[config.mk]
export PLATFORM = sky130hd
export DESIGN_NAME = rc_sumd_frame_parser_core
export DESIGN_NICKNAME = d
export VERILOG_FILES = /design/src/rtl/rcsumd_pkg.sv /design/src/rtl/rcsumd_dp.sv /design/src/rtl/rcsumd_ctrl.sv /design/src/rtl/rc_sumd_frame_parser_core.sv
export VERILOG_INCLUDE_DIRS = /design/src /design/src/rtl
export SDC_FILE = /design/constraint.sdc
export NUM_CORES = 1
export LEC_CHECK = 0
export BUFFER_PORTS_ARGS = -buffer_cell sky130_fd_sc_hd__buf_2
export CAP_MARGIN = 10
export CORE_MARGIN = 2
export CORE_UTILIZATION = 35
export CTS_CLUSTER_SIZE = 14
export DETAILED_ROUTE_END_ITERATION = 7
export GPL_TIMING_DRIVEN = 0
export PLACE_DENSITY = 0.59
export SYNTH_ARGS = -nofsm -noshare
export SYNTH_HDL_FRONTEND = slang
export SYNTH_HIERARCHICAL = 1
export SYNTH_SLANG_ARGS = --single-unit
[constraint.sdc]
create_clock -name clk_i -period 5.9 [get_ports clk_i]
set_input_delay 0.295 -clock clk_i [delete_from_list [all_inputs] [get_ports clk_i]]
set_output_delay 0.295 -clock clk_i [all_outputs]
set_load 0.005 [all_outputs]
[src/rtl/rc_sumd_frame_parser_core_defines.svh]
// Assertion macros used by the frame parser controller.
// No dependencies; include by bare file name.
`ifndef RC_SUMD_FRAME_PARSER_CORE_DEFINES_SVH
`define RC_SUMD_FRAME_PARSER_CORE_DEFINES_SVH

// Check a property on every clock edge outside reset.
`define RCS_ASSERT(label, prop, msg) \
  label: assert property (@(posedge clk_i) disable iff (!rst_ni) (prop)) \
    else $error(msg);

// Check a property on every clock edge, reset included.
`define RCS_ASSERT_ALWAYS(label, prop, msg) \
  label: assert property (@(posedge clk_i) (prop)) else $error(msg);

`endif

[src/rtl/rcsumd_pkg.sv]
// Shared constants, types and functions for the frame parser.
// No dependencies.
package rcsumd_pkg;

  localparam int MAX_CHANNELS = 16;
  localparam int CH_CNT_W     = $clog2(MAX_CHANNELS + 1);
  localparam int POS_W        = $clog2(2 * MAX_CHANNELS + 1);
  localparam int MEM_AW       = (MAX_CHANNELS > 1) ? $clog2(MAX_CHANNELS) : 1;
  localparam int IDX_W        = 4;
  localparam int VAL_W        = 11;

  localparam logic [15:0] CRC_POLY = 16'h1021;
  localparam logic [15:0] RAW_MIN  = 16'h1000;
  localparam logic [15:0] RAW_MAX  = 16'h3000;
  localparam logic [10:0] US_BASE  = 11'd988;

  // Configuration register indexes
  localparam logic CFG_SYNC_MAIN = 1'b0;
  localparam logic CFG_SYNC_ALT  = 1'b1;

  // Controller to datapath commands
  typedef struct packed {
    logic sync_ld;
    logic status_ld;
    logic count_ld;
    logic chan_ld;
    logic crch_ld;
    logic emit_clr;
    logic out_ld;
  } cmd_t;

  // Datapath to controller status
  typedef struct packed {
    logic sync_hit;
    logic count_zero;
    logic chan_last;
    logic crc_ok;
    logic emit_last;
    logic out_free;
  } sts_t;

  // CRC-16-CCITT, MSB first, one byte
  function automatic logic [15:0] crc_feed(input logic [15:0] crc, input logic [7:0] b);
    logic [15:0] c;
    c = crc ^ {b, 8'h00};
    for (int i = 0; i < 8; i++) begin
      if (c[15]) begin
        c = {c[14:0], 1'b0} ^ CRC_POLY;
      end else begin
        c = {c[14:0], 1'b0};
      end
    end
    return c;
  endfunction

  // Clamp raw channel and map to microseconds
  function automatic logic [VAL_W-1:0] scale_channel(input logic [15:0] raw);
    logic [15:0] r;
    logic [15:0] d;
    r = raw;
    if (r < RAW_MIN) begin
      r = RAW_MIN;
    end
    if (r > RAW_MAX) begin
      r = RAW_MAX;
    end
    d = r - RAW_MIN;
    return US_BASE + VAL_W'(d >> 3);
  endfunction

endpackage

[src/rtl/rcsumd_dp.sv]
// Datapath of the frame parser: CRC, frame registers, channel memory and
// result register. Depends on rcsumd_pkg.
module rcsumd_dp
  import rcsumd_pkg::*;
(
  input  logic              clk_i,
  input  logic              rst_ni,
  input  logic              cfg_we_i,
  input  logic              cfg_idx_i,
  input  logic [7:0]        cfg_wdata_i,
  input  logic [7:0]        rx_byte_i,
  input  cmd_t              cmd_i,
  output sts_t              sts_o,
  input  logic              out_ready_i,
  output logic              out_valid_o,
  output logic [IDX_W-1:0]  channel_index_o,
  output logic [VAL_W-1:0]  channel_value_o,
  output logic              has_channel_o,
  output logic [7:0]        frame_status_o,
  output logic              last_of_frame_o
);

  logic [7:0]          sync_main_q, sync_alt_q;
  logic [15:0]         crc_q, crc_d;
  logic [POS_W-1:0]    pos_q;
  logic [CH_CNT_W-1:0] nch_q;
  logic [CH_CNT_W-1:0] nch_rx;
  logic [7:0]          status_q;
  logic [7:0]          crch_q;
  logic [7:0]          pend_q;
  logic [MEM_AW-1:0]   k_q;
  logic [15:0]         mem_q [MAX_CHANNELS];
  logic [15:0]         rd_q;
  logic                out_valid_q;
  logic [IDX_W-1:0]    idx_q;
  logic [VAL_W-1:0]    val_q;
  logic                has_q;
  logic [7:0]          fst_q;
  logic                last_q;
  logic [POS_W:0]      pos_inc;
  logic [POS_W:0]      pos_end;

  assign crc_d   = crc_feed(crc_q, rx_byte_i);
  assign nch_rx  = (rx_byte_i > 8'(MAX_CHANNELS)) ? CH_CNT_W'(MAX_CHANNELS)
                                                  : CH_CNT_W'(rx_byte_i);
  assign pos_inc = (POS_W+1)'(pos_q) + (POS_W+1)'(1);
  assign pos_end = {(POS_W+1-CH_CNT_W)'(0), nch_q} << 1;

  always_comb begin
    sts_o.sync_hit   = (rx_byte_i == sync_main_q) || (rx_byte_i == sync_alt_q);
    sts_o.count_zero = (nch_rx == '0);
    sts_o.chan_last  = (pos_inc >= pos_end);
    sts_o.crc_ok     = ({crch_q, rx_byte_i} == crc_q);
    sts_o.emit_last  = (nch_q == '0) ||
                       ((CH_CNT_W'(k_q) + CH_CNT_W'(1)) == nch_q);
    sts_o.out_free   = !out_valid_q || out_ready_i;
  end

  always_ff @(posedge clk_i or negedge rst_ni) begin
    if (!rst_ni) begin
      sync_main_q <= 8'hA8;
      sync_alt_q  <= 8'hA8;
      crc_q       <= '0;
      pos_q       <= '0;
      nch_q       <= '0;
      status_q    <= '0;
      crch_q      <= '0;
      pend_q      <= '0;
      k_q         <= '0;
      out_valid_q <= 1'b0;
    end else begin
      if (cfg_we_i) begin
        unique case (cfg_idx_i)
          CFG_SYNC_MAIN: sync_main_q <= cfg_wdata_i;
          CFG_SYNC_ALT:  sync_alt_q  <= cfg_wdata_i;
          default:       sync_main_q <= sync_main_q;
        endcase
      end
      if (cmd_i.sync_ld) begin
        crc_q <= crc_feed(16'h0000, rx_byte_i);
        pos_q <= '0;
      end
      if (cmd_i.status_ld) begin
        status_q <= rx_byte_i;
        crc_q    <= crc_d;
      end
      if (cmd_i.count_ld) begin
        crc_q <= crc_d;
        nch_q <= nch_rx;
        pos_q <= '0;
      end
      if (cmd_i.chan_ld) begin
        crc_q <= crc_d;
        pos_q <= pos_inc[POS_W-1:0];
        if (!pos_q[0]) begin
          pend_q <= rx_byte_i;
        end
      end
      if (cmd_i.crch_ld) begin
        crch_q <= rx_byte_i;
      end
      if (cmd_i.emit_clr) begin
        k_q   <= '0;
        pos_q <= '0;
      end else if (cmd_i.out_ld) begin
        k_q <= k_q + MEM_AW'(1);
      end
      if (cmd_i.out_ld) begin
        out_valid_q <= 1'b1;
      end else if (out_ready_i) begin
        out_valid_q <= 1'b0;
      end
    end
  end

  // Channel store: write the pair on its low byte, read at the emit index
  always_ff @(posedge clk_i) begin
    if (cmd_i.chan_ld && pos_q[0]) begin
      mem_q[pos_q[MEM_AW:1]] <= {pend_q, rx_byte_i};
    end
    rd_q <= mem_q[k_q];
  end

  always_ff @(posedge clk_i) begin
    if (cmd_i.out_ld) begin
      fst_q  <= status_q;
      last_q <= sts_o.emit_last;
      if (nch_q == '0) begin
        idx_q <= '0;
        val_q <= '0;
        has_q <= 1'b0;
      end else begin
        idx_q <= IDX_W'(k_q);
        val_q <= scale_channel(rd_q);
        has_q <= 1'b1;
      end
    end
  end

  assign out_valid_o     = out_valid_q;
  assign channel_index_o = idx_q;
  assign channel_value_o = val_q;
  assign has_channel_o   = has_q;
  assign frame_status_o  = fst_q;
  assign last_of_frame_o = last_q;

endmodule

[src/rtl/rcsumd_ctrl.sv]
// Controller state machine of the frame parser.
// Depends on rcsumd_pkg and rc_sumd_frame_parser_core_defines.svh.
`include "rc_sumd_frame_parser_core_defines.svh"

module rcsumd_ctrl
  import rcsumd_pkg::*;
(
  input  logic clk_i,
  input  logic rst_ni,
  input  logic in_valid_i,
  output logic in_ready_o,
  input  sts_t sts_i,
  output cmd_t cmd_o
);

  localparam logic [2:0] ST_HUNT    = 3'd0;
  localparam logic [2:0] ST_STATUS  = 3'd1;
  localparam logic [2:0] ST_COUNT   = 3'd2;
  localparam logic [2:0] ST_CHAN    = 3'd3;
  localparam logic [2:0] ST_CRCH    = 3'd4;
  localparam logic [2:0] ST_CRCL    = 3'd5;
  localparam logic [2:0] ST_EMIT_RD = 3'd6;
  localparam logic [2:0] ST_EMIT_LD = 3'd7;

  logic [2:0] state_q, state_d;
  logic       in_acc;

  assign in_ready_o = (state_q != ST_EMIT_RD) && (state_q != ST_EMIT_LD);
  assign in_acc     = in_valid_i && in_ready_o;

  always_comb begin
    state_d = state_q;
    cmd_o   = '0;
    unique case (state_q)
      ST_HUNT: begin
        if (in_acc && sts_i.sync_hit) begin
          cmd_o.sync_ld = 1'b1;
          state_d       = ST_STATUS;
        end
      end
      ST_STATUS: begin
        if (in_acc) begin
          cmd_o.status_ld = 1'b1;
          state_d         = ST_COUNT;
        end
      end
      ST_COUNT: begin
        if (in_acc) begin
          cmd_o.count_ld = 1'b1;
          state_d        = sts_i.count_zero ? ST_CRCH : ST_CHAN;
        end
      end
      ST_CHAN: begin
        if (in_acc) begin
          cmd_o.chan_ld = 1'b1;
          if (sts_i.chan_last) begin
            state_d = ST_CRCH;
          end
        end
      end
      ST_CRCH: begin
        if (in_acc) begin
          cmd_o.crch_ld = 1'b1;
          state_d       = ST_CRCL;
        end
      end
      ST_CRCL: begin
        if (in_acc) begin
          cmd_o.emit_clr = 1'b1;
          state_d        = sts_i.crc_ok ? ST_EMIT_RD : ST_HUNT;
        end
      end
      ST_EMIT_RD: begin
        state_d = ST_EMIT_LD;
      end
      ST_EMIT_LD: begin
        if (sts_i.out_free) begin
          cmd_o.out_ld = 1'b1;
          state_d      = sts_i.emit_last ? ST_HUNT : ST_EMIT_RD;
        end
      end
      default: begin
        state_d = ST_HUNT;
      end
    endcase
  end

  always_ff @(posedge clk_i or negedge rst_ni) begin
    if (!rst_ni) begin
      state_q <= ST_HUNT;
    end else begin
      state_q <= state_d;
    end
  end

  `RCS_ASSERT(a_bad_crc_drops, (state_q == ST_CRCL && in_acc && !sts_i.crc_ok) |=> (state_q == ST_HUNT && !cmd_o.out_ld), "bad CRC frame not dropped")
  `RCS_ASSERT(a_read_then_load, (state_q == ST_EMIT_RD) |=> (state_q == ST_EMIT_LD && !in_ready_o), "emit read not followed by load")
  `RCS_ASSERT(a_last_frees_input, (cmd_o.out_ld && sts_i.emit_last) |=> in_ready_o, "input not reopened after last result")
  `RCS_ASSERT(a_crch_to_crcl, (state_q == ST_CRCH && in_acc) |=> (state_q == ST_CRCL), "CRC low byte phase skipped")

endmodule

[src/rtl/rc_sumd_frame_parser_core.sv]
// Top level of the SUMD frame parser: controller plus datapath.
// Depends on rcsumd_pkg, rcsumd_ctrl and rcsumd_dp.
//
// Usage:
//   Input channel (in_valid_i/in_ready_o/rx_byte_i) takes one received
//   serial byte per transfer. The parser hunts for either sync byte, then
//   reads status, channel count (clamped to MAX_CHANNELS), 2*N channel
//   bytes and a CRC-16-CCITT sent high byte first.
//   Output channel (out_valid_o/out_ready_i) delivers one transfer per
//   channel of a frame whose CRC matches; a frame with zero channels gives
//   a single transfer with has_channel_o low. Bad frames give nothing.
//   Throughput: one byte per cycle while a frame is received. After the
//   final CRC byte of a good frame the input stays closed while results
//   drain; each result takes a memory read, then a result register load,
//   and a zero-channel frame gives its one result the same way.
//   A stalled receiver holds the result register and freezes the emit
//   sequence; the input reopens as soon as the last result is loaded.
//   Reset clears the parser to sync hunt and both sync registers to 0xA8.
//   Configuration writes (cfg_we_i) take effect at the next edge.
module rc_sumd_frame_parser_core
  import rcsumd_pkg::*;
(
  input  logic              clk_i,
  input  logic              rst_ni,
  input  logic              cfg_we_i,
  input  logic              cfg_idx_i,
  input  logic [7:0]        cfg_wdata_i,
  input  logic              in_valid_i,
  output logic              in_ready_o,
  input  logic [7:0]        rx_byte_i,
  output logic              out_valid_o,
  input  logic              out_ready_i,
  output logic [IDX_W-1:0]  channel_index_o,
  output logic [VAL_W-1:0]  channel_value_o,
  output logic              has_channel_o,
  output logic [7:0]        frame_status_o,
  output logic              last_of_frame_o
);

  cmd_t cmd;
  sts_t sts;

  // Sequence the frame phases and the result drain
  rcsumd_ctrl u_ctrl (
    .clk_i      (clk_i),
    .rst_ni     (rst_ni),
    .in_valid_i (in_valid_i),
    .in_ready_o (in_ready_o),
    .sts_i      (sts),
    .cmd_o      (cmd)
  );

  // Hold CRC, frame fields, channel store and the result register
  rcsumd_dp u_dp (
    .clk_i           (clk_i),
    .rst_ni          (rst_ni),
    .cfg_we_i        (cfg_we_i),
    .cfg_idx_i       (cfg_idx_i),
    .cfg_wdata_i     (cfg_wdata_i),
    .rx_byte_i       (rx_byte_i),
    .cmd_i           (cmd),
    .sts_o           (sts),
    .out_ready_i     (out_ready_i),
    .out_valid_o     (out_valid_o),
    .channel_index_o (channel_index_o),
    .channel_value_o (channel_value_o),
    .has_channel_o   (has_channel_o),
    .frame_status_o  (frame_status_o),
    .last_of_frame_o (last_of_frame_o)
  );

endmodule

==> results.py <==
metrics = {
    "timing": {
        "max_freq_mhz": 314.1,
        "hold_violations": 0,
        "fin_setup_tns_ps": 0,
        "slew_headroom_pct": 21.95,
        "period_share_pct": 53.96,
        "slew_viol_final": 0,
        "worstMarginPinSlew_ps": 1171,
        "clock_skew_ps": 27.70,
        "period_minus_slack_ps": 3183,
        "grt_setup_unrepaired": "no",
        "finalSetupViolCount": 0,
    },
    "yosys": {
        "synthAdderAreaFrac_pct": 0.6361,
        "synth_edf_count": 281,
        "yosysWarnings": 6,
        "synth_top_family_by_area": "multiplexers",
        "syn-mean-instance-area_sq_um": 16.36,
        "netlist_area_sq_mm": 0.01574,
        "synth.area.mux_share_pct": 12.43,
        "ys_types": 75,
        "ys_seq_elements": 372,
        "synth_cells": 962,
        "ys_seq_area_share_pct": 67.64,
        "synth_xor_area_share_pct": 4.556,
        "synth-simple-area-share_pct": 5.113,
        "synth_compound_gate_area_share_pct": 7.061,
        "synthFlopType": "edfxtp_1",
        "synthArstFlopShare_pct": 20.16,
        "synth_nets": 992,
    },
    "global_routing": {
        "grt_pass1_wl_mm": 55.89,
        "antenna_found_initial": 0,
        "grt_max_degree": 55,
        "grt_pass1_vias": 8909,
        "grt_overflow_total": 0,
        "groute.usage.overall_pct": 15.79,
    },
    "clock_tree": {
        "cts_setup_buffers": 0,
        "ctsHoldBuffers": 6,
        "clock_latency_ps": 540,
        "root_buffer": "clkbuf_16",
        "ctsResizeCount": 0,
        "clockBufferDepth": 3,
        "tritoncts": "built",
        "clk_pin_slew_ps": 60,
        "cts_buffers": 40,
        "htreeDepth": 2,
        "clock_sinks": 372,
    },
    "layout": {
        "regArea_sq_mm": 0.01064,
        "fill_cells": 4059,
        "syn_to_final_growth_pct": 16.76,
        "nets": 1109,
        "drive_gt1_share_pct": 26.01,
        "diodes": 0,
        "multi_input_area_sq_mm": 0.004745,
    },
    "worst_setup_path": {
        "crit_type": "reg -> reg",
        "regToRegSetupSlack_ps": 2720,
        "cp_max_fo": 10,
        "cp-start-kind": "flip-flop",
        "endpoint_kind": "flip-flop",
        "required_ps": 6320,
        "arrival_ps": 3600,
    },
    "drt": {
        "dr.first_iter.drc_count": 789,
        "via_per_inst": 5.152,
        "ant_nets": 0,
        "drt_pre_antenna_iters": 5,
        "drcViolationCount": 0,
        "dr_total_vias": 8774,
        "wl_per_cell_um": 21.44,
        "routed_wl_mm": 36.52,
    },
    "floorplan": {
        "io_pins": 49,
        "num_rows": 77,
        "dieArea_sq_mm": 0.04667,
        "die_w_um": 216.0,
        "die_h_um": 216.0,
        "start_util_pct": 35.51,
        "core_area_sq_mm": 0.04432,
    },
    "pwr": {
        "p_leak_nw": 6.357,
        "clkPwrFrac_pct": 28.2,
        "irDropWorstVdd_v": 0.0002427,
        "pwr_density_cell_mw_per_mm2": 469.8,
        "power.internal_mw": 5.893,
        "swShare_pct": 31.72,
        "power.switching_mw": 2.738,
        "p_comb_share_pct": 29.5,
        "total_power_mw": 8.631,
        "seq_power_share_pct": 42.3,
    },
    "placement": {
        "gp_routability_congestion": 0.8012,
        "dp.final_hpwl_mm": 24.52,
        "port_buffers": 48,
    },
    "status": {
        "status": "finished, final reports clean",
    },
    "min_path": {
        "holdCritPathClass": "in -> reg",
    },
    "job": {
        "max_cap_viol_count": 0,
    },
}
## state kept, by name, indices dropped and copies added, names as in the netlist
register / flops
u_ctrl/state_q: 3
u_dp/channel_index_o: 4
u_dp/channel_value_o: 11
u_dp/crc_q: 16
u_dp/crch_q: 8
u_dp/frame_status_o: 8
u_dp/has_channel_o: 1
u_dp/k_q: 4
u_dp/last_of_frame_o: 1
u_dp/mem_q: 256
u_dp/nch_q: 5
u_dp/out_valid_o: 1
u_dp/pend_q: 8
u_dp/pos_q: 6
u_dp/rd_q: 16
u_dp/status_q: 8
u_dp/sync_alt_q: 8
u_dp/sync_main_q: 8
## power groups by stage
stage | sequential, mW | combinational, mW | clock (mW)
2_1_floorplan | 3.59 | 1.85 | 0
5_1_grt | 3.71 | 2.76 | 2.59
4_1_cts | 3.65 | 2.55 | 2.49
6_report | 3.65 | 2.54 | 2.43
3_3_place_gp | 3.69 | 2.49 | 0
3_5_place_dp | 3.71 | 2.54 | 0
## path summary, 6_finish.rpt
kind | end | start | cells past startpoint
max | u_ctrl/state_q[1]$_DFFE_PN0P_ | u_dp/pos_q[1]$_DFFE_PN0P_ | 11
min | u_dp/sync_main_q[0]$_DFFE_PN0P_ | cfg_wdata_i[0] | 2
max reg2reg | u_ctrl/state_q[1]$_DFFE_PN0P_ | u_dp/pos_q[1]$_DFFE_PN0P_ | 11
min reg2reg | u_dp/frame_status_o[6]$_DFFE_PP_ | u_dp/status_q[6]$_DFFE_PN0P_ | 0
max in group asynchronous | u_dp/sync_alt_q[7]$_DFFE_PN1P_ | rst_ni | 3
min in group asynchronous | u_dp/sync_main_q[0]$_DFFE_PN0P_ | rst_ni | 2
## cell type report
| cell class | instances | share of cell area, % |
|---|---|---|
| Inverter | 14 | 0.2860 |
| Clock buffer | 58 | 6.211 |
| Tap cell | 592 | 4.032 |
| Multi-Input combinational cell | 516 | 25.82 |
| Timing Repair Buffer | 75 | 3.065 |
| Clock inverter | 16 | 0.7423 |
| Buffer | 60 | 1.914 |
| Sequential cell | 372 | 57.93 |
## cell usage in the layout (no fill, tap or decap), drive strengths merged, types with 8 or more instances in the layout
cell    instances
nand2b         11
dfrtp          69
a221oi         18
dfxtp          16
ha              8
clkbuf         79
mux2i          33
inv            13
edfxtp        281
nor3           10
a21oi          35
mux2           44
buf           108
nor2           38
xnor2          62
nand4           9
mux4           48
nand2          36
clkinv         14
a32oi          14
xor2           15
o21ai          43
## worst max-delay path: stages, from the launching register on
cell and delay, ps:
dfrtp_1 340, clkbuf_1 430, nand3_1 210, nor2_1 310
xor2_1 200, ha_1 270, a221oi_1 280, o21ai_0 170
nor2b_1 180, o2111ai_2 180, o311ai_2 160, mux2_4 330
## Yosys cell counts (all sizes together) (9+ instances only)
cell type / number / area share (%)
edfxtp: 281 / 54
dfrtp: 69 / 11
xnor2: 62 / 3.6
mux4: 48 / 7.1
mux2: 44 / 3.2
o21ai: 43 / 1.4
buf: 39 / 1.7
nor2: 38 / 0.91
nand2: 36 / 0.86
a21oi: 35 / 1.1
mux2i: 33 / 2.1
clkbuf: 21 / 0.51
a221oi: 18 / 1.4
dfxtp: 16 / 2.0
xor2: 15 / 0.83
a32oi: 14 / 0.78
inv: 13 / 0.31
nand2b: 11 / 0.44
nor3: 10 / 0.41
nand4: 9 / 0.36
## stage by stage
| stage | hold WS [ps] | instance area, sq um | worst slack (ps) | utilization, % | instances |
|---|---|---|---|---|---|
| 2_1_floorplan | -0.5911 | 15740 | 2397 | - | 962 |
| 6_report | 21.17 | 18370 | 2717 | 41.46 | 1703 |
| 4_1_cts | 1.732 | 18370 | 2720 | 41.46 | 1703 |
| 3_5_place_dp | 221.9 | 17040 | 2600 | 38.44 | 1623 |
| 5_1_grt | 15.94 | 18370 | 2471 | 41.46 | 1703 |
| 3_3_place_gp | 428.4 | 16720 | 359.1 | 37.72 | 1602 |
## routing by layer
layer	up-vias	global-route usage [%]	share of wire [%]
li1	3990	-	-
met1	4519	22.05	44
met2	221	25.89	49
met3	44	2.509	5.6
met4	0	3.904	1.7
met5	-	0	0
## logic make-up after synthesis
family / after synthesis
DFF: 372
AOI/OAI and AO/OA: 155
and+or+nand+nor: 150
muxes: 125
xor gates and xnor gates: 78
buffers and inverters: 74
adders and majority gates: 8
(Power assumes the default switching activity.)
